<file path="src/hdl/vaos_pkg.sv">
// Shared types and codes for the voice allocator.
`timescale 1ns / 1ps
package vaos_pkg;

  // Input opcodes carried on the slave tuser line.
  localparam logic OP_ALLOC   = 1'b0;
  localparam logic OP_RELEASE = 1'b1;

  // Per-cycle control from the sequencer to the scan unit.
  typedef struct packed {
    logic clear;  // start a new search
    logic valid;  // one voice is presented this cycle
  } scan_ctrl_t;

endpackage

</file>
<file path="src/hdl/vaos_ram.sv">
// Generic single-port-write, single-port-read RAM with registered read data.
`timescale 1ns / 1ps
module vaos_ram #(
  parameter int WIDTH = 32,
  parameter int DEPTH = 16,
  localparam int AW = (DEPTH > 1) ? $clog2(DEPTH) : 1
) (
  input  logic             clk_i,
  input  logic             we_i,
  input  logic [AW-1:0]    waddr_i,
  input  logic [WIDTH-1:0] wdata_i,
  input  logic             re_i,
  input  logic [AW-1:0]    raddr_i,
  output logic [WIDTH-1:0] rdata_o
);

  logic [WIDTH-1:0] mem_q [DEPTH];
  logic [WIDTH-1:0] rdata_q;

  always_ff @(posedge clk_i) begin
    if (we_i) begin
      mem_q[waddr_i] <= wdata_i;
    end
    if (re_i) begin
      rdata_q <= mem_q[raddr_i];
    end
  end

  assign rdata_o = rdata_q;

endmodule

</file>
<file path="src/hdl/vaos_scan.sv">
// Shared compare unit: finds the first idle voice and the oldest start time, one voice a cycle.
`timescale 1ns / 1ps
module vaos_scan #(
  parameter int IDX_W = 4
) (
  input  logic                clk_i,
  input  logic                rst_ni,
  input  vaos_pkg::scan_ctrl_t ctrl_i,
  input  logic [IDX_W-1:0]    idx_i,
  input  logic                busy_i,
  input  logic [31:0]         time_i,
  output logic                found_o,
  output logic [IDX_W-1:0]    idle_idx_o,
  output logic [IDX_W-1:0]    min_idx_o
);
  import vaos_pkg::*;

  logic             found_q, found_d;
  logic             have_min_q, have_min_d;
  logic [IDX_W-1:0] idle_idx_q, idle_idx_d;
  logic [IDX_W-1:0] min_idx_q, min_idx_d;
  logic [31:0]      min_time_q, min_time_d;

  always_comb begin
    found_d    = found_q;
    have_min_d = have_min_q;
    idle_idx_d = idle_idx_q;
    min_idx_d  = min_idx_q;
    min_time_d = min_time_q;
    if (ctrl_i.clear) begin
      found_d    = 1'b0;
      have_min_d = 1'b0;
    end else if (ctrl_i.valid) begin
      if (!busy_i && !found_q) begin
        found_d    = 1'b1;
        idle_idx_d = idx_i;
      end
      // strict less-than keeps the lowest index on ties
      if (!have_min_q || (time_i < min_time_q)) begin
        have_min_d = 1'b1;
        min_idx_d  = idx_i;
        min_time_d = time_i;
      end
    end
  end

  always_ff @(posedge clk_i or negedge rst_ni) begin
    if (!rst_ni) begin
      found_q    <= 1'b0;
      have_min_q <= 1'b0;
    end else begin
      found_q    <= found_d;
      have_min_q <= have_min_d;
    end
  end

  always_ff @(posedge clk_i) begin
    idle_idx_q <= idle_idx_d;
    min_idx_q  <= min_idx_d;
    min_time_q <= min_time_d;
  end

  assign found_o    = found_q;
  assign idle_idx_o = idle_idx_q;
  assign min_idx_o  = min_idx_q;

endmodule

</file>
<file path="src/hdl/voice_allocator_oldest_steal.sv">
// Voice allocator top level: sequencer, busy flags, start-time RAM, scan unit and result register.
//
//  Channel   Direction  tdata (low bit up)                                 tuser
//  s_axis    in         voice_index[3:0], now_time[35:4], pad               opcode
//  m_axis    out        granted[0], granted_voice[4:1], stolen[5],          -
//                       busy_count[10:6], pad
//  cfg       in         steal_enable on cfg_wdata_i, written when cfg_we_i  -
//
// Allocate passes through the scan state and the final state to the result: the scan
// reads one start time per cycle from the single RAM read port through one 32-bit
// comparator. Release goes straight to the final state. Ready is high only while the
// sequencer is idle, so a new request waits until the last result has been loaded.
// A stalled result holds the sequencer in its final state; state updates land
// when the result is loaded. Reset (async, active low) idles every voice and
// sets steal_enable; start times need no clearing.
`timescale 1ns / 1ps
module voice_allocator_oldest_steal #(
  parameter int NUM_VOICES = 16
) (
  input  logic        clk_i,
  input  logic        rst_ni,
  input  logic        s_axis_tvalid_i,
  output logic        s_axis_tready_o,
  input  logic [39:0] s_axis_tdata_i,   // voice_index[3:0], now_time[35:4]
  input  logic        s_axis_tuser_i,   // opcode
  output logic        m_axis_tvalid_o,
  input  logic        m_axis_tready_i,
  output logic [15:0] m_axis_tdata_o,   // granted, granted_voice[4:1], stolen, busy_count[10:6]
  input  logic        cfg_we_i,
  input  logic        cfg_wdata_i
);
  import vaos_pkg::*;

  localparam int VW = (NUM_VOICES > 1) ? $clog2(NUM_VOICES) : 1;
  localparam int CNTW = VW + 1;
  localparam int CW = $clog2(NUM_VOICES + 1);

  localparam logic [1:0] ST_IDLE   = 2'd0;
  localparam logic [1:0] ST_SCAN   = 2'd1;
  localparam logic [1:0] ST_FINISH = 2'd2;

  logic [1:0]            state_q, state_d;
  logic                  steal_en_q;
  logic                  op_q, op_d;
  logic [3:0]            vidx_q, vidx_d;
  logic [31:0]           now_q, now_d;
  logic [CNTW-1:0]       cnt_q, cnt_d;
  logic                  cmp_valid_q, cmp_valid_d;
  logic [VW-1:0]         cmp_idx_q, cmp_idx_d;
  logic [NUM_VOICES-1:0] busy_q, busy_d;
  logic [CW-1:0]         count_q, count_d;
  logic                  out_valid_q, out_valid_d;
  logic [15:0]           out_data_q, out_data_d;

  scan_ctrl_t    scan_ctrl;
  logic          found;
  logic [VW-1:0] idle_idx, min_idx;
  logic [31:0]   ram_rdata;
  logic          ram_re, ram_we;
  logic [VW-1:0] ram_waddr;

  logic          in_fire, out_free, cnt_live, rel_in_range;
  logic          granted, stolen;
  logic [VW-1:0] pick, rel_idx;
  logic [3:0]    gvoice;

  assign in_fire      = s_axis_tvalid_i && s_axis_tready_o;
  assign out_free     = !out_valid_q || m_axis_tready_i;
  assign cnt_live     = cnt_q < CNTW'(NUM_VOICES);
  assign rel_in_range = 32'(vidx_q) < 32'(NUM_VOICES);
  assign rel_idx      = VW'(vidx_q);
  assign ram_re       = (state_q == ST_SCAN) && cnt_live;

  vaos_ram #(
    .WIDTH(32),
    .DEPTH(NUM_VOICES)
  ) u_start_ram (
    .clk_i  (clk_i),
    .we_i   (ram_we),
    .waddr_i(ram_waddr),
    .wdata_i(now_q),
    .re_i   (ram_re),
    .raddr_i(cnt_q[VW-1:0]),
    .rdata_o(ram_rdata)
  );

  vaos_scan #(
    .IDX_W(VW)
  ) u_scan (
    .clk_i     (clk_i),
    .rst_ni    (rst_ni),
    .ctrl_i    (scan_ctrl),
    .idx_i     (cmp_idx_q),
    .busy_i    (busy_q[cmp_idx_q]),
    .time_i    (ram_rdata),
    .found_o   (found),
    .idle_idx_o(idle_idx),
    .min_idx_o (min_idx)
  );

  assign scan_ctrl.clear = in_fire;
  assign scan_ctrl.valid = cmp_valid_q;

  // allocate decision, used in the final state
  always_comb begin
    granted = 1'b0;
    stolen  = 1'b0;
    pick    = idle_idx;
    if (found) begin
      granted = 1'b1;
    end else if (steal_en_q) begin
      granted = 1'b1;
      stolen  = 1'b1;
      pick    = min_idx;
    end
  end

  always_comb begin
    state_d     = state_q;
    op_d        = op_q;
    vidx_d      = vidx_q;
    now_d       = now_q;
    cnt_d       = cnt_q;
    cmp_valid_d = 1'b0;
    cmp_idx_d   = cmp_idx_q;
    busy_d      = busy_q;
    count_d     = count_q;
    out_valid_d = out_valid_q;
    out_data_d  = out_data_q;
    ram_we      = 1'b0;
    ram_waddr   = pick;
    gvoice      = 4'd0;

    if (out_valid_q && m_axis_tready_i) begin
      out_valid_d = 1'b0;
    end

    unique case (state_q)
      ST_IDLE: begin
        if (in_fire) begin
          op_d   = s_axis_tuser_i;
          vidx_d = s_axis_tdata_i[3:0];
          now_d  = s_axis_tdata_i[35:4];
          cnt_d  = '0;
          state_d = (s_axis_tuser_i == OP_ALLOC) ? ST_SCAN : ST_FINISH;
        end
      end
      ST_SCAN: begin
        if (cnt_live) begin
          cmp_valid_d = 1'b1;
          cmp_idx_d   = cnt_q[VW-1:0];
          cnt_d       = cnt_q + CNTW'(1);
        end else if (!cmp_valid_q) begin
          state_d = ST_FINISH;
        end
      end
      ST_FINISH: begin
        if (out_free) begin
          if (op_q == OP_RELEASE) begin
            gvoice = vidx_q;
            if (rel_in_range && busy_q[rel_idx]) begin
              busy_d[rel_idx] = 1'b0;
              count_d = count_q - CW'(1);
            end
          end else if (granted) begin
            gvoice       = 4'(pick);
            ram_we       = 1'b1;
            busy_d[pick] = 1'b1;
            if (!stolen) begin
              count_d = count_q + CW'(1);
            end
          end
          out_valid_d = 1'b1;
          out_data_d  = {5'd0, 5'(count_d), stolen && (op_q == OP_ALLOC), gvoice,
                         granted && (op_q == OP_ALLOC)};
          state_d = ST_IDLE;
        end
      end
      default: begin
        state_d = ST_IDLE;
      end
    endcase
  end

  always_ff @(posedge clk_i or negedge rst_ni) begin
    if (!rst_ni) begin
      state_q     <= ST_IDLE;
      steal_en_q  <= 1'b1;
      cmp_valid_q <= 1'b0;
      busy_q      <= '0;
      count_q     <= '0;
      out_valid_q <= 1'b0;
      cnt_q       <= '0;
    end else begin
      state_q     <= state_d;
      cmp_valid_q <= cmp_valid_d;
      busy_q      <= busy_d;
      count_q     <= count_d;
      out_valid_q <= out_valid_d;
      cnt_q       <= cnt_d;
      if (cfg_we_i) begin
        steal_en_q <= cfg_wdata_i;
      end
    end
  end

  always_ff @(posedge clk_i) begin
    op_q       <= op_d;
    vidx_q     <= vidx_d;
    now_q      <= now_d;
    cmp_idx_q  <= cmp_idx_d;
    out_data_q <= out_data_d;
  end

  assign s_axis_tready_o = (state_q == ST_IDLE);
  assign m_axis_tvalid_o = out_valid_q;
  assign m_axis_tdata_o  = out_data_q;

endmodule
</file>
<file path="config.mk">
export PLATFORM = sky130hd
export DESIGN_NAME = voice_allocator_oldest_steal
export DESIGN_NICKNAME = d
export VERILOG_FILES = /design/src/hdl/vaos_pkg.sv /design/src/hdl/vaos_ram.sv /design/src/hdl/vaos_scan.sv /design/src/hdl/voice_allocator_oldest_steal.sv
export SDC_FILE = /design/constraint.sdc
export NUM_CORES = 1
export LEC_CHECK = 0
export BUFFER_PORTS_ARGS = -buffer_cell sky130_fd_sc_hd__buf_2
export CORE_ASPECT_RATIO = 1.25
export CORE_UTILIZATION = 35
export DETAILED_ROUTE_END_ITERATION = 10
export PLACE_DENSITY = 0.58
export SLEW_MARGIN = 10
export SYNTH_ARGS = -nofsm -noshare
export SYNTH_HDL_FRONTEND = slang
export SYNTH_HIERARCHICAL = 1
export SYNTH_SLANG_ARGS = --single-unit
</file>
<file path="constraint.sdc">
create_clock -name clk_i -period 5 [get_ports clk_i]
set_input_delay 1 -clock clk_i [delete_from_list [all_inputs] [get_ports clk_i]]
set_output_delay 1 -clock clk_i [all_outputs]
set_load 0.02 [all_outputs]
</file>
Word-level counts from Yosys, hierarchy flattened
Memories as Yosys holds them, arrays and structs flattened. A register that Yosys moved wholly into a read port is not among the register bits.
Cells that the tools add are included.
{"block": "word_totals", "regBits": 125, "ram_bits": 512, "wordCells": 119, "output_inout_bits": 18, "mem_count": 1}
{"memory": "u_start_ram.mem_q", "words": 16, "word_bits": 32, "read_ports": 1, "rd_clocked_by_memory_dff": 1, "write_ports": 1, "line": "vaos_ram.sv:17", "text": "logic [WIDTH-1:0] mem_q [DEPTH];"}
{"block": "op_classes", "reduce_logical": 30, "n_bitwise": 5, "mux": 48, "magnitude_cmp": 7, "addsub": 3, "n_eq_ne": 8}
{"cell": "2-to-1 mux 16 bit", "n": 3}
{"cell": "less-than comparator 32 bit", "n": 1}
{"cell": "2-to-1 mux 5 bit", "n": 6}
{"cell": "2-to-1 mux 1 bit", "n": 24}
{"cell": "bitwise AND 16 bit", "n": 1}
{"cell": "2-to-1 mux 4 bit", "n": 4}
{"cell": "NOT 16 bit", "n": 1}
{"cell": "OR 16 bit", "n": 1}
{"cell": "less-than comparator 4 x 5 -> 1 bit (second input constant)", "n": 3}
{"cell": "adder 5 x 1 -> 5 bit (second input constant)", "n": 2}
{"cell": "2-to-1 mux 2 bit", "n": 5}
{"cell": "case mux 5 bit (2 select lines)", "n": 1}
{"cell": "AND reduction 2 bit", "n": 5}
{"cell": "nonzero test 2 bit", "n": 5}
{"cell": "AND reduction 3 bit", "n": 3}
{"cell": "binary-select mux 1 bit (select 4 bit)", "n": 2}
{"cell": "demux 1 bit (select 4 bit)", "n": 2}
{"cell": "greater-or-equal comparator 4 x 1 -> 1 bit (second input constant)", "n": 2}
{"cell": "logical AND 1 bit", "n": 8}
{"cell": "inequality test 2 bit (second input constant)", "n": 4}
{"cell": "AND reduction 4 bit", "n": 2}
{"cell": "case mux 2 bit (3 select lines)", "n": 1}
{"cell": "less-than comparator 5 bit (second input constant)", "n": 1}
{"cell": "subtractor 5 x 1 -> 5 bit (second input constant)", "n": 1}
{"cell": "7 further kinds", "n": 13}

Depth between registers and ports, before layout
{"block": "logic_depth", "depth_word": 9, "mapped_depth": 8, "mapped_depth_nobuf": 7}

Hierarchy
The synthesis kept the hierarchy.
{"mod": "vaos_ram", "cells_each": 838, "area_each_um2": 20155.6, "seq_area_each_um2": 16335.7, "n_inst": 1}
{"mod": "voice_allocator_oldest_steal", "cells_each": 296, "area_each_um2": 3728.6, "seq_area_each_um2": 2338.5, "n_inst": 1}
{"mod": "vaos_scan", "cells_each": 161, "area_each_um2": 2069.5, "seq_area_each_um2": 1251.2, "n_inst": 1}

Worst setup path before layout
OpenSTA, ideal clock, no wires.
{"block": "synth_timing", "path_kind": "input port to flip-flop", "startpoint": "in m_axis_tready_i", "endpoint": "mem u_start_ram.mem_q[0][0] (enable)", "arrival_ns": 4.181, "path_stages": 4, "setup_ns": 0.461, "required_ns": 4.539, "path_slack_ns": 0.358, "cell_sequence": "nor2b_1 -> nor3_1 -> or3b_2 -> nor3_1"}
{"block": "synth_via", "elab_chain_cells": 5}
{"item": "start: declaration", "line": "voice_allocator_oldest_steal.sv:27", "text": "input logic m_axis_tready_i,"}
{"item": "logical OR 1 bit", "line": "voice_allocator_oldest_steal.sv:68", "text": "assign out_free = !out_valid_q || m_axis_tready_i;"}
{"item": "2-to-1 mux 1 bit", "line": "voice_allocator_oldest_steal.sv:158", "text": "if (out_free) begin"}
{"item": "2-to-1 mux 1 bit", "line": "voice_allocator_oldest_steal.sv:138", "text": "unique case (state_q)"}
{"item": "net ram_we", "line": "voice_allocator_oldest_steal.sv:59", "text": "logic ram_re, ram_we;"}
{"item": "2-to-1 mux 1 bit", "line": "vaos_ram.sv:21", "text": "if (we_i) begin"}
{"item": "2-to-1 mux 1 bit (not written as such)", "line": "vaos_ram.sv:22", "text": "mem_q[waddr_i] <= wdata_i;"}
{"item": "end: declaration", "line": "vaos_ram.sv:17"}
The timed path passes the listed nets, and every way through them passes these cells.

Final worst setup path
{"block": "layout_timing", "startpoint": "reg op_q", "endpoint": "mem u_start_ram.mem_q[4][15] (enable)"}
{"block": "layout_via", "elab_chain_cells": 5}
{"item": "start: declaration", "line": "voice_allocator_oldest_steal.sv:44", "text": "logic op_q, op_d;"}
{"item": "start signal: assignment", "line": "voice_allocator_oldest_steal.sv:208", "text": "op_q <= op_d;"}
{"item": "2-to-1 mux 1 bit", "line": "voice_allocator_oldest_steal.sv:159", "text": "if (op_q == OP_RELEASE) begin"}
{"item": "2-to-1 mux 1 bit", "line": "voice_allocator_oldest_steal.sv:158"}
{"item": "2-to-1 mux 1 bit", "line": "voice_allocator_oldest_steal.sv:138"}
{"item": "net ram_we", "line": "voice_allocator_oldest_steal.sv:59"}
{"item": "2-to-1 mux 1 bit", "line": "vaos_ram.sv:21"}
{"item": "2-to-1 mux 1 bit (not written as such)", "line": "vaos_ram.sv:22"}
The timed path passes the listed nets, and every way through them passes these cells.

==> metrics.txt <==
H-tree levels=3; most common cell in the netlist=edfxtp_1; Detail Route Antenna Nets=0; hold bufs inserted after CTS=0; Die Wd=246 um; HP Class=reg -> reg; IO Count=65; library cells used by synthesis=58; Worst setup EP type=flop; Layout fillers=6464; crit-path max FO=32; Vias=12400; Die Height=306 um; fraction of registers with async set/reset=0.0493; RR Endpoint=u_start_ram/mem_q[4][15]$_DFFE_PP_; setup slack, reg-to-reg=1690 ps; crit start category=flop; Hold Fails Final Rpt=0; minimum clock period=3310 ps; Avg Inst Size Synth=20.0 sq um; number of DRC markers in iteration 0=971; Buf/Inv on CP=1; Placer Congestion=0.772; Congestion Overflow GR=0; CTS root buffer=clkbuf_16; Worst Setup EP=u_start_ram/mem_q[4][15]$_DFFE_PP_; mapped cell area=26000 sq um; Worst VDD drop=0.269 mV; floorplan row count=111; worst skew pair latency=600 ps; Vias/cell=5.15; Synth Register Bits=669; post-synthesis sequential area ratio=0.768; crit path DAT=3540 ps; setup TNS=0 ps; CP required=5230 ps; Setup violations, final=0; static leakage=9.77 nW; # DRC=0; synth cell count leaders=edfxtp_1 (636), mux4_2 (134), a22oi_1 (66); clk buf depth=3; post-DP HPWL=29700 um; Initial DRT Pass Iterations=5; area fraction of the dominant cell type after synthesis=0.736; total CTS buffers=67; crit-path max cell delay=710 ps; Starting Density=0.354; RSZ-0062 raised after global routing=false; Post-synth EDFFs=636; CP startpoint=op_q$_DFFE_PP_; outcome=finished, final reports clean; final max-slew violation count=0; Cell Count, Final, Fillers Out=2408; ranking of synthesized cells by area=edfxtp_1 (74%), mux4_2 (12%), dfrtp_1 (3.1%); critical setup path kind=reg -> reg; first-pass GRT wire length=82400 um; Routed WL=54000 um; critical path depth=5; vias in the first global route=13400; Slew HR=0.319; reg2reg start=op_q$_DFFE_PP_; worst-margin pin slew=1020 ps; Tcrit/Tclk final=0.662; layout cell share with drive strength beyond 1=0.240; Reg clk slew, reported paths=60 ps; crit-path cells=o21bai_1 -> nor3_1 -> nand3b_1 -> nor3_2 -> buf_4; initial antenna violation count=1; PD cells=537 nW/um^2; pin count of the biggest net entering global routing=52; fmax=302 MHz; Die Area=75300 sq um; cell taking the most area after synthesis=edfxtp_1; max cap viols=0; CTS Sinks=669; GR Util All Layers=0.147; CTS tree=yes; NumNets Final=1474; core area=73300 sq um; dpl cell area=27600 sq um; postcts setup bufs=0; skew final=20.8 ps; R2R depth=5; Slowest cell on crit path=nor3_1; final instance area=29800 sq um; PostCTS Resize Cnt=0; cell family with most CP delay=simple AND/OR/NAND/NOR gates; Syn Inst Count=1295; routed len/inst=22.4 um; synth warn=6; Placed Cells incl. Taps=2284; area added between synthesis and finish=14.8%; input/output buffers=55; ys flop type=edfxtp_1
-- area by class of cell --
| type | instances | area [sq um] | share of cell area |
|---|---|---|---|
| flip-flops and latches | 669 | 19900 | 0.669 |
| multi-input cells | 515 | 5680 | 0.190 |
| clock buffers | 79 | 1760 | 0.0592 |
| well taps | 960 | 1200 | 0.0403 |
| repair buffers | 84 | 568 | 0.0191 |
| clock inverters | 44 | 445 | 0.0149 |
| inverters | 56 | 210 | 0.00705 |
| diodes | 1 | 2.50 | 0.0000840 |
-- kinds of logic (layout without fill, tap and decap cells) --
logic type | after synthesis | after routing | synth area share
compound gates | 152 | 152 | 0.0397
xor+xnor | 7 | 7 | 0.00236
fa+ha+maj | 34 | 34 | 0.0164
buf+inv | 115 | 263 | 0.0196
flops | 669 | 669 | 0.768
mux | 152 | 152 | 0.124
other cells | 1 | 6 | 0.000144
simple gates | 165 | 165 | 0.0302
-- layer usage --
| layer | up-vias | track usage | routed length, um |
|---|---|---|---|
| met5 | - | 0 | 0 |
| met4 | 0 | 0.0458 | 1040 |
| met3 | 73 | 0.0240 | 2060 |
| met2 | 243 | 0.254 | 27900 |
| met1 | 6630 | 0.189 | 22900 |
| li1 | 5463 | - | - |
-- sequential cells by signal (all words and copies together) (netlist names), 2 cells and up --
| name | count |
|---|---|
| u_start_ram/rdata_o | 32 |
| busy_q | 16 |
| u_start_ram/mem_q | 512 |
| now_q | 32 |
| u_scan/min_idx_o | 4 |
| rel_idx | 4 |
| count_q | 5 |
| cnt_q | 5 |
| cmp_idx_q | 4 |
| u_scan/min_time_q | 32 |
| m_axis_tdata_o | 11 |
| state_q | 2 |
| u_scan/idle_idx_o | 4 |
-- worst reg2reg max path, stage by stage (launching register included) --
cell      delay [ps]
edfxtp_1         580
o21bai_1         350
nor3_1           710
nand3b_1         460
nor3_2           220
buf_4            580
-- through the flow --
step           worst slack, ps   util  hold slack [ps]  power [mW]
2_1_floorplan              358      -              417        10.0
3_3_place_gp              1630  0.376              442        11.1
3_5_place_dp              1570  0.376              443        11.2
4_1_cts                   1730  0.406              458        16.3
5_1_grt                   1500  0.406              479        16.8
6_report                  1690  0.406              454        16.0
-- how the worst min path moves through the flow --
stage / cells after the start / to / slack (ps) / startpoint
floorplan: 0 / u_scan/min_time_q[0]$_DFFE_PP_ / 420 / u_start_ram/rdata_o[0]$_DFFE_PP_
global placement: 0 / u_scan/min_time_q[26]$_DFFE_PP_ / 440 / u_start_ram/rdata_o[26]$_DFFE_PP_
detailed placement: 0 / u_scan/min_time_q[1]$_DFFE_PP_ / 440 / u_start_ram/rdata_o[1]$_DFFE_PP_
CTS: 0 / u_scan/min_time_q[26]$_DFFE_PP_ / 460 / u_start_ram/rdata_o[26]$_DFFE_PP_
global route: 0 / u_scan/min_time_q[1]$_DFFE_PP_ / 480 / u_start_ram/rdata_o[1]$_DFFE_PP_
finish: 0 / u_scan/min_time_q[26]$_DFFE_PP_ / 450 / u_start_ram/rdata_o[26]$_DFFE_PP_
-- layout by cell type, fill, tap and decap left out, drive strengths merged, types with 30 or more instances in the layout --
master / instances
a22oi: 67
buf: 84
clkbuf: 79
clkinv: 30
dfrtp: 32
edfxtp: 636
ha: 34
inv: 60
mux4: 134
nand2: 60
nor2: 37
-- power by group --
part | internal [mW] | total, mW | switching [mW]
Combinational | 1.51 | 3.33 | 1.81
Sequential | 7.03 | 7.65 | 0.619
Clock | 2.95 | 5.03 | 2.08
Note: power is estimated with default switching activity, not from simulation.
